File: src/rtl/core/utf8_stream_decoder_top_assert.svh
// Assertion macros for the UTF-8 stream decoder.
`ifndef UTF8_STREAM_DECODER_TOP_ASSERT_SVH
`define UTF8_STREAM_DECODER_TOP_ASSERT_SVH

// Checked on every clock edge outside of reset.
`define U8SD_ASSERT(name, prop, msg) \
   name: assert property (@(posedge clock) disable iff (reset) prop) else $error(msg);

// Checked on every clock edge, reset included.
`define U8SD_ASSERT_ALWAYS(name, prop, msg) \
   name: assert property (@(posedge clock) prop) else $error(msg);

`endif

File: src/rtl/core/u8sd_pkg.sv
// Shared types and constants for the UTF-8 stream decoder.
package u8sd_pkg;

   typedef logic [7:0]  byte_type;
   typedef logic [30:0] cp_type;
   typedef logic [2:0]  len_type;
   typedef logic [2:0]  status_type;

   // Longest sequence accepted, 6 bytes.
   localparam len_type MaxSeqBytes = 3'd6;

   localparam status_type StSymbol  = 3'd0;
   localparam status_type StEnd     = 3'd1;
   localparam status_type StBadCont = 3'd2;
   localparam status_type StBadLead = 3'd3;
   localparam status_type StAbove16 = 3'd4;

   localparam cp_type Max16Bit = 31'h0000_FFFF;

endpackage

File: src/rtl/core/u8sd_req_if.sv
// Input byte channel.
interface u8sd_req_if;
   logic               valid;
   logic               ready;
   u8sd_pkg::byte_type in_byte;

   modport source (output valid, output in_byte, input ready);
   modport sink   (input valid, input in_byte, output ready);
endinterface

File: src/rtl/core/u8sd_rsp_if.sv
// Decoded result channel.
interface u8sd_rsp_if;
   logic                 valid;
   logic                 ready;
   u8sd_pkg::cp_type     code_point;
   u8sd_pkg::len_type    seq_length;
   u8sd_pkg::status_type status;

   modport source (output valid, output code_point, output seq_length, output status,
                   input ready);
   modport sink   (input valid, input code_point, input seq_length, input status,
                   output ready);
endinterface

File: src/rtl/core/u8sd_csr_if.sv
// Configuration write channel (limit_to_16_bit register).
interface u8sd_csr_if;
   logic valid;
   logic ready;
   logic limit_to_16_bit;

   modport source (output valid, output limit_to_16_bit, input ready);
   modport sink   (input valid, input limit_to_16_bit, output ready);
endinterface

File: src/rtl/core/utf8_stream_decoder_top.sv
// UTF-8 stream decoder: bytes in, code points (1 to 6 byte sequences) out.
//
// req_if carries one raw byte per item. rsp_if gives one item per completed
// sequence or event: code_point, seq_length and status (0 symbol, 1 end of
// text, 2 bad continuation, 3 invalid lead, 4 above 16 bits). Lead and
// continuation bytes that do not finish a sequence give no item.
// csr_if writes limit_to_16_bit; it is always ready and is to be written
// only while no sequence is in progress.
//
// Latency: the result of a byte is on rsp_if the cycle after the byte is
// accepted. Throughput: one byte per cycle while the receiver takes each
// result, set by the single output register behind the decode logic.
// When the receiver stalls, the result holds and req_if.ready drops until
// the result is taken; a byte that gives no result is still gated the same.
// Reset (synchronous, active high) clears the sequence state, empties the
// output register and sets limit_to_16_bit to 1.
module utf8_stream_decoder_top (
   input  logic             clock,
   input  logic             reset,
   u8sd_req_if.sink         req_if,
   u8sd_rsp_if.source       rsp_if,
   u8sd_csr_if.sink         csr_if
);
   import u8sd_pkg::*;

   logic       limit_ff, limit_in;
   cp_type     acc_ff, acc_in;
   len_type    remain_ff, remain_in;
   len_type    total_ff, total_in;

   logic       rsp_valid_ff, rsp_valid_in;
   cp_type     cp_ff, cp_in;
   len_type    len_ff, len_in;
   status_type status_ff, status_in;

   logic       req_fire;
   logic       emit;
   byte_type   b;
   len_type    taken;
   len_type    remain_dec;
   cp_type     acc_shift;
   len_type    lead_len;
   cp_type     lead_payload;

   assign req_if.ready = !rsp_valid_ff || rsp_if.ready;
   assign req_fire     = req_if.valid && req_if.ready;
   assign csr_if.ready = 1'b1;
   assign b            = req_if.in_byte;

   assign taken      = total_ff - remain_ff + 3'd1;
   assign remain_dec = remain_ff - 3'd1;
   assign acc_shift  = {acc_ff[24:0], b[5:0]};

   always_comb begin
      lead_len     = 3'd0;
      lead_payload = '0;
      if (b[7:5] == 3'b110) begin
         lead_len     = 3'd2;
         lead_payload = {26'd0, b[4:0]};
      end else if (b[7:4] == 4'b1110) begin
         lead_len     = 3'd3;
         lead_payload = {27'd0, b[3:0]};
      end else if (b[7:3] == 5'b11110) begin
         lead_len     = 3'd4;
         lead_payload = {28'd0, b[2:0]};
      end else if (b[7:2] == 6'b111110) begin
         lead_len     = 3'd5;
         lead_payload = {29'd0, b[1:0]};
      end else if (b[7:1] == 7'b1111110) begin
         lead_len     = 3'd6;
         lead_payload = {30'd0, b[0]};
      end
   end

   always_comb begin
      acc_in    = acc_ff;
      remain_in = remain_ff;
      total_in  = total_ff;
      emit      = 1'b0;
      cp_in     = '0;
      len_in    = 3'd1;
      status_in = StSymbol;
      if (remain_ff != 3'd0) begin
         if (b[7:6] != 2'b10) begin
            emit      = 1'b1;
            len_in    = taken;
            status_in = StBadCont;
            acc_in    = '0;
            remain_in = 3'd0;
            total_in  = 3'd0;
         end else begin
            acc_in    = acc_shift;
            remain_in = remain_dec;
            if (remain_dec == 3'd0) begin
               emit     = 1'b1;
               len_in   = total_ff;
               acc_in   = '0;
               total_in = 3'd0;
               if (limit_ff && (acc_shift > Max16Bit)) begin
                  status_in = StAbove16;
               end else begin
                  cp_in = acc_shift;
               end
            end
         end
      end else if (b == 8'h00) begin
         emit      = 1'b1;
         status_in = StEnd;
      end else if (!b[7]) begin
         emit  = 1'b1;
         cp_in = {23'd0, b};
      end else if ((lead_len == 3'd0) || (lead_len > MaxSeqBytes)) begin
         emit      = 1'b1;
         status_in = StBadLead;
      end else begin
         acc_in    = lead_payload;
         total_in  = lead_len;
         remain_in = lead_len - 3'd1;
      end
   end

   always_comb begin
      rsp_valid_in = rsp_valid_ff && !rsp_if.ready;
      if (req_fire && emit) begin
         rsp_valid_in = 1'b1;
      end
   end

   assign limit_in = (csr_if.valid && csr_if.ready) ? csr_if.limit_to_16_bit : limit_ff;

   always_ff @(posedge clock) begin
      if (reset) begin
         limit_ff     <= 1'b1;
         acc_ff       <= '0;
         remain_ff    <= 3'd0;
         total_ff     <= 3'd0;
         rsp_valid_ff <= 1'b0;
      end else begin
         limit_ff     <= limit_in;
         rsp_valid_ff <= rsp_valid_in;
         if (req_fire) begin
            acc_ff    <= acc_in;
            remain_ff <= remain_in;
            total_ff  <= total_in;
         end
      end
   end

   always_ff @(posedge clock) begin
      if (req_fire && emit) begin
         cp_ff     <= cp_in;
         len_ff    <= len_in;
         status_ff <= status_in;
      end
   end

   assign rsp_if.valid      = rsp_valid_ff;
   assign rsp_if.code_point = cp_ff;
   assign rsp_if.seq_length = len_ff;
   assign rsp_if.status     = status_ff;

`include "utf8_stream_decoder_top_assert.svh"

   `U8SD_ASSERT(a_err_cp_zero, rsp_valid_ff && (status_ff != StSymbol) |-> cp_ff == '0, "code point not zero on event")
   `U8SD_ASSERT(a_remain_lt_total, (remain_ff != 3'd0) |-> (remain_ff < total_ff) && (total_ff <= MaxSeqBytes), "sequence counters inconsistent")
   `U8SD_ASSERT(a_stall_blocks_req, rsp_valid_ff && !rsp_if.ready |-> !req_if.ready, "input taken while result stalled")
   `U8SD_ASSERT(a_len_range, rsp_valid_ff |-> (len_ff != 3'd0) && (len_ff <= MaxSeqBytes), "seq_length out of range")
   `U8SD_ASSERT_ALWAYS(a_reset_state, reset |=> limit_ff && (remain_ff == 3'd0) && !rsp_valid_ff, "state not cleared by reset")

endmodule
File: src/flat_wrapper.sv
// flat-port wrapper written by rule: the top's interface ports become plain ports
module utf8_stream_decoder_top_flat import u8sd_pkg::*;
  (clock, reset, req_if_valid, req_if_in_byte, req_if_ready, rsp_if_valid, rsp_if_code_point, rsp_if_seq_length, rsp_if_status, rsp_if_ready, csr_if_valid, csr_if_limit_to_16_bit, csr_if_ready);
  u8sd_req_if req_if_i ();
  u8sd_rsp_if rsp_if_i ();
  u8sd_csr_if csr_if_i ();
  input  logic clock;
  input  logic reset;
  input wire logic [$bits(req_if_i.valid)-1:0] req_if_valid;
  input wire logic [$bits(req_if_i.in_byte)-1:0] req_if_in_byte;
  output wire logic [$bits(req_if_i.ready)-1:0] req_if_ready;
  output wire logic [$bits(rsp_if_i.valid)-1:0] rsp_if_valid;
  output wire logic [$bits(rsp_if_i.code_point)-1:0] rsp_if_code_point;
  output wire logic [$bits(rsp_if_i.seq_length)-1:0] rsp_if_seq_length;
  output wire logic [$bits(rsp_if_i.status)-1:0] rsp_if_status;
  input wire logic [$bits(rsp_if_i.ready)-1:0] rsp_if_ready;
  input wire logic [$bits(csr_if_i.valid)-1:0] csr_if_valid;
  input wire logic [$bits(csr_if_i.limit_to_16_bit)-1:0] csr_if_limit_to_16_bit;
  output wire logic [$bits(csr_if_i.ready)-1:0] csr_if_ready;
  assign req_if_i.valid = req_if_valid;
  assign req_if_i.in_byte = req_if_in_byte;
  assign req_if_ready = req_if_i.ready;
  assign rsp_if_valid = rsp_if_i.valid;
  assign rsp_if_code_point = rsp_if_i.code_point;
  assign rsp_if_seq_length = rsp_if_i.seq_length;
  assign rsp_if_status = rsp_if_i.status;
  assign rsp_if_i.ready = rsp_if_ready;
  assign csr_if_i.valid = csr_if_valid;
  assign csr_if_i.limit_to_16_bit = csr_if_limit_to_16_bit;
  assign csr_if_ready = csr_if_i.ready;
  utf8_stream_decoder_top u_core (.clock(clock), .reset(reset), .req_if(req_if_i), .rsp_if(rsp_if_i), .csr_if(csr_if_i));
endmodule
File: config.mk
export PLATFORM = sky130hd
export DESIGN_NAME = utf8_stream_decoder_top_flat
export DESIGN_NICKNAME = d
export VERILOG_FILES = /design/src/rtl/core/u8sd_pkg.sv /design/src/rtl/core/u8sd_req_if.sv /design/src/rtl/core/u8sd_rsp_if.sv /design/src/rtl/core/u8sd_csr_if.sv /design/src/rtl/core/utf8_stream_decoder_top.sv /design/src/flat_wrapper.sv
export VERILOG_INCLUDE_DIRS = /design/src /design/src/rtl/core
export SDC_FILE = /design/constraint.sdc
export NUM_CORES = 1
export LEC_CHECK = 0
export ABC_AREA = 1
export BUFFER_PORTS_ARGS = -buffer_cell sky130_fd_sc_hd__buf_2
export CAP_MARGIN = 10
export CORE_ASPECT_RATIO = 1.25
export CORE_MARGIN = 8
export CORE_UTILIZATION = 50
export CTS_BUF_LIST = sky130_fd_sc_hd__clkbuf_4
export CTS_CLUSTER_DIAMETER = 200
export CTS_CLUSTER_SIZE = 16
export DETAILED_ROUTE_END_ITERATION = 16
export PLACE_DENSITY = 0.75
export SLEW_MARGIN = 40
export SYNTH_ARGS = -nofsm -noshare
export SYNTH_HDL_FRONTEND = slang
export SYNTH_SLANG_ARGS = --single-unit
export TNS_END_PERCENT = 50
File: constraint.sdc
create_clock -name clock -period 3.08 [get_ports clock]
set_clock_uncertainty 0.05 [all_clocks]
set_input_delay 0.154 -clock clock [delete_from_list [all_inputs] [get_ports clock]]
set_output_delay 0.154 -clock clock [all_outputs]
set_load 0.02 [all_outputs]
# After elaboration in Yosys (flattened, before gate mapping)
# Cells that the tools add are included.
dict set report totals {
  reg_bits 70
  in_bits 14
  output_inout_bits 40
  elab_cells 87
}
dict set report op_classes {
  add_sub_neg 4
  order_cmp 2
  eq_ne 9
  muxes 49
  n_reduce_logical 15
}
# operator n
set ops {}
lappend ops {{2-to-1 mux 25 bit} 9}
lappend ops {{2-to-1 mux 31 bit} 5}
lappend ops {{2-to-1 mux 3 bit} 24}
lappend ops {{> comparator 31 x 16 -> 1 bit, second input constant} 1}
lappend ops {{logical NOT 8 bit} 1}
lappend ops {{2-to-1 mux 1 bit} 8}
lappend ops {{equality test 7 bit, second input constant} 1}
lappend ops {{2-to-1 mux 7 bit} 1}
lappend ops {{equality test 6 bit, second input constant} 1}
lappend ops {{logical NOT 3 bit} 2}
lappend ops {{subtractor 3 x 1 -> 3 bit, second input constant} 2}
lappend ops {{equality test 5 bit, second input constant} 1}
lappend ops {{AND reduction 5 bit} 1}
lappend ops {{equality test 4 bit, second input constant} 1}
lappend ops {{logical AND 1 bit} 4}
lappend ops {{2-to-1 mux 2 bit} 2}
lappend ops {{!= test 2 x 1 -> 1 bit, second input constant} 2}
lappend ops {{AND reduction 4 bit} 1}
lappend ops {{adder 3 x 1 -> 3 bit, second input constant} 1}
lappend ops {{equality test 3 bit, second input constant} 1}
lappend ops {{> comparator 3 bit, second input constant} 1}
lappend ops {{!= test 3 bit, second input constant} 1}
lappend ops {{nonzero test 3 bit} 1}
lappend ops {{subtractor 3 bit} 1}
lappend ops {{4 further kinds} 6}

# Longest topological paths before layout
dict set report logic_depth {
  depth_word 14
  ltp_mapped 16
  mapped_depth_nobuf 15
}

# Worst setup path before layout
# Ideal clock, no wire load.
dict set report synth_path {
  path_kind {flip-flop to flip-flop}
  from {register u_core.remain_ff[0]}
  to {register u_core.cp_ff[0], in the netlist u_core.rsp_if.code_point[0] (enable)}
  t_arrival_ps 1891
  required_time_ps 2638
  slack_ps 747
  stages_incl_launch_ff 11
  period_less_slack_ps 2333
  cell_sequence {dfxtp_1 inv_1 ha_1 nand2_2 inv_2 nor2_1 nand2_1 inv_2 nor2_1 o21ai_0 inv_1}
}
dict set report synth_between {
  elab_chain_cells 6
}
# item line
set synth_rtl {}
lappend synth_rtl {{start: declaration} utf8_stream_decoder_top.sv:28} ;# len_type remain_ff, remain_in;
lappend synth_rtl {{start signal: assignment} utf8_stream_decoder_top.sv:143} ;# remain_ff <= remain_in;
lappend synth_rtl {{subtractor 3 x 1 -> 3 bit} utf8_stream_decoder_top.sv:51} ;# assign remain_dec = remain_ff - 3'd1;
lappend synth_rtl {{logical NOT 3 bit} utf8_stream_decoder_top.sv:94} ;# if (remain_dec == 3'd0) begin
lappend synth_rtl {{2-to-1 mux 1 bit} utf8_stream_decoder_top.sv:94}
lappend synth_rtl {{2-to-1 mux 1 bit} utf8_stream_decoder_top.sv:84} ;# if (b[7:6] != 2'b10) begin
lappend synth_rtl {{2-to-1 mux 1 bit *} utf8_stream_decoder_top.sv:83} ;# if (remain_ff != 3'd0) begin
lappend synth_rtl {{logical AND 1 bit *} utf8_stream_decoder_top.sv:150} ;# if (req_fire && emit) begin
lappend synth_rtl {{end signal: assignment} utf8_stream_decoder_top.sv:151} ;# cp_ff <= cp_in;
lappend synth_rtl {{end: declaration} utf8_stream_decoder_top.sv:32} ;# cp_type cp_ff, cp_in;
# Every way passes the cells marked *; elsewhere a longest branch is shown, timed or not.
# A chain may end at the register's enable or synchronous reset.

# Worst setup path in the final report
dict set report layout_path {
  from {register u_core.remain_ff[0]}
  to {register u_core.status_ff[2], in the netlist u_core.rsp_if.status[2] (enable)}
}
dict set report layout_between {
  elab_chain_cells 6
}
# item line
set layout_rtl {}
lappend layout_rtl {{subtractor 3 x 1 -> 3 bit} utf8_stream_decoder_top.sv:51}
lappend layout_rtl {{logical NOT 3 bit} utf8_stream_decoder_top.sv:94}
lappend layout_rtl {{2-to-1 mux 1 bit} utf8_stream_decoder_top.sv:94}
lappend layout_rtl {{2-to-1 mux 1 bit} utf8_stream_decoder_top.sv:84}
lappend layout_rtl {{2-to-1 mux 1 bit *} utf8_stream_decoder_top.sv:83}
lappend layout_rtl {{logical AND 1 bit *} utf8_stream_decoder_top.sv:150}
lappend layout_rtl {{end signal: assignment} utf8_stream_decoder_top.sv:153} ;# status_ff <= status_in;
lappend layout_rtl {{end: declaration} utf8_stream_decoder_top.sv:34} ;# status_type status_ff, status_in;
# Marks and branches as above.

==> impl_metrics.ini <==
[setup_path]
worstRegToRegCells = 11
cp_data_arrival_time_ns = 2.65
cp-end-kind = flop
crit_path_start_kind = flop
cp-startpoint = u_core.remain_ff[0]$_SDFFE_PP0P_
path_class = flop to flop
required_ns = 3.11
reg2reg_from = u_core.remain_ff[0]$_SDFFE_PP0P_
path_max_fanout = 24

[global_route]
met3_usage = 0.0448
grt_first_pass_wirelength_mm = 12.1
grt_max_degree = 33
busiest_layer = met2
first_global_vias = 2679
met1_usage = 0.152
gr-usage-all-layers = 0.152
antenna_found_initial = 0
met2_usage = 0.279
grt-ovfl-total = 0

[clocking]
clk_pin_slew_ns = 0.12
holdBufCountCts = 3
cts_buffers = 9
cts_sinks = 70
post-cts-setup-buffers = 0
cts_tree = built
clk_latency_ns = 0.40
cts_max_path_buffers = 2
h-tree-depth = 3
cts_root_buffer = clkbuf_4
cts_resized = 0

[pwr]
p_sw_frac = 0.353
p_int_w = 0.00174
ir_drop_uv = 339
cellPowerDensity_nw_per_um2 = 681
combPwrFrac = 0.307
power_frac_clock = 0.246
seq_power_share = 0.448
leakage_nw = 1.82
p_sw_w = 0.000950

[timing]
slew_headroom = 0.647
drv_slew = 0
setup_violations = 0
rsz0062_at_grt = false
fin_setup_tns_ns = 0
fin_crit_ns = 2.62
worst_slack_ns = 0.460
finalHoldViolations = 0
fin_crit_sh = 0.851
fmax_mhz = 382
worstMarginPinSlew_ns = 0.528

[placed_design]
post-place-ws_ns = 0.480
dp_hpwl_mm = 5.45
io_buffers = 52
gp_congestion = 0.913

[yosys]
yosysWarnings = 0
synth_most_common_cell = nor2_1
synth_area_per_cell_sq_um = 8.08
yosys-top-cells-area = edfxtp_1 32%, dfxtp_1 19%, nor2_1 11%
yosysTopAreaCell = edfxtp_1
ys_seq_area_frac = 0.512
synth_edf_count = 37
synth_common_cells = 97 x nor2_1, 93 x nand2_1, 50 x inv_1, 37 x edfxtp_1, 33 x dfxtp_1
synth_top_area_frac = 0.321
ys_types = 25
ys_async_sr_fraction = 0
ys.flop_type = edfxtp_1
syn_inst = 428
ys_seq_elements = 70
synth_fp_nets = 451
synth_area_sq_um = 3460

[final_layout]
nets = 504
synthToLayoutAreaGrowth_pct = 14.0
antennaDiodeCount = 0
drive_gt1_frac = 0.208

[hold_path]
hold_path_class = input port to flop
min_from = req_if_in_byte[1]
hold_path_depth = 3

[floorplan]
start_util = 0.505
io_pins = 54
core-area_sq_um = 6850
die_h_um = 109
fp.dieW_um = 90.4
rows = 34
dieArea_sq_um = 9850

[run_status]
status = finished clean

[drt]
viasPerCell = 4.90
drc_errors = 0
drtPass1Iterations = 4
drt-total-wl_mm = 7.37
vias = 2821
drtAntennaViolNets = 0
drt-initial-drc-count = 176
wl_per_cell_um = 12.8

[run]
cap_violations = 0
[per-stage QoR]
step	util	cells	power, W	area, sq um	hold WS (ns)
after floorplan	-	428	0.00188	3460	0.173
after global placement	0.548	557	0.00203	3750	0.302
after detailed placement	0.548	557	0.00204	3750	0.314
after CTS	0.576	576	0.00271	3940	0.0627
after global routing	0.576	576	0.00286	3940	0.0619
final	0.576	576	0.00269	3940	0.0833
[layout make-up]
| class | count | area [sq um] |
|---|---|---|
| repair buffers | 61 | 335 |
| well taps | 90 | 113 |
| flip-flops and latches | 70 | 1770 |
| fillers | 641 | 2910 |
| clock inverters | 6 | 86.3 |
| multi-input cells | 285 | 1360 |
| clock buffers | 10 | 75.1 |
| inverters | 54 | 203 |
[path summary, 6_finish.rpt]
path	to	slack, ns
max	u_core.rsp_if.status[2]$_SDFFCE_PP0P_	0.46
min	u_core.rsp_if.code_point[1]$_DFFE_PP_	0.08
max reg2reg	u_core.rsp_if.status[2]$_SDFFCE_PP0P_	0.46
min reg2reg	u_core.acc_ff[24]$_SDFFE_PP0P_	0.45
[power groups by stage]
| stage | logic [W] | registers (W) | clock network (W) |
|---|---|---|---|
| floorplan | 0.000582 | 0.00129 | 0 |
| global placement | 0.000806 | 0.00122 | 0 |
| finish | 0.000824 | 0.00120 | 0.000660 |
| detailed placement | 0.000820 | 0.00122 | 0 |
| global route | 0.000934 | 0.00122 | 0.000714 |
| CTS | 0.000829 | 0.00120 | 0.000673 |
[flip-flops by register name, indices dropped and copies added, names as in the netlist]
register	flops
u_core.rsp_if.code_point	31
u_core.acc_ff	25
u_core.remain_ff	3
u_core.rsp_if.seq_length	3
u_core.rsp_if.status	3
u_core.total_ff	3
u_core.limit_ff	1
u_core.rsp_if.valid	1
[routing by layer]
metal	share of wire	vias up
li1	-	1455
met1	0.38	1257
met2	0.52	84
met3	0.063	25
met4	0.038	0
met5	0	-
[kinds of logic after synthesis]
kind of cell	synth area share
and+or+nand+nor	0.292
buffers and inverters	0.0944
DFF	0.512
AOI/OAI and AO/OA	0.0622
adders and majority gates	0.0326
xor gates and xnor gates	0.00507
other	0.00108
[layout by cell type, fill, tap and decap left out, drive strengths merged, types with 3 or more instances in the layout]
master / Yosys / final
nand2: 99 / 99
ha: 9 / 9
inv: 54 / 54
nor2: 99 / 99
clkbuf: 3 / 10
buf: 16 / 58
a21oi: 30 / 30
o21ai: 7 / 7
edfxtp: 37 / 37
nand3: 29 / 29
dlygate4sd3: 0 / 3
clkinv: 0 / 4
dfxtp: 33 / 33
nor3: 3 / 3
[worst max-delay path: stages, from the launching register on]
cell and delay, ns:
dfxtp_1 0.33, inv_1 0.13, ha_1 0.18, nand2_2 0.16, inv_2 0.20, nor2_1 0.08
nand2_1 0.31, inv_2 0.21, nor2_1 0.12, o21ai_0 0.11, inv_1 0.10, buf_4 0.30
(Power assumes the default switching activity.)
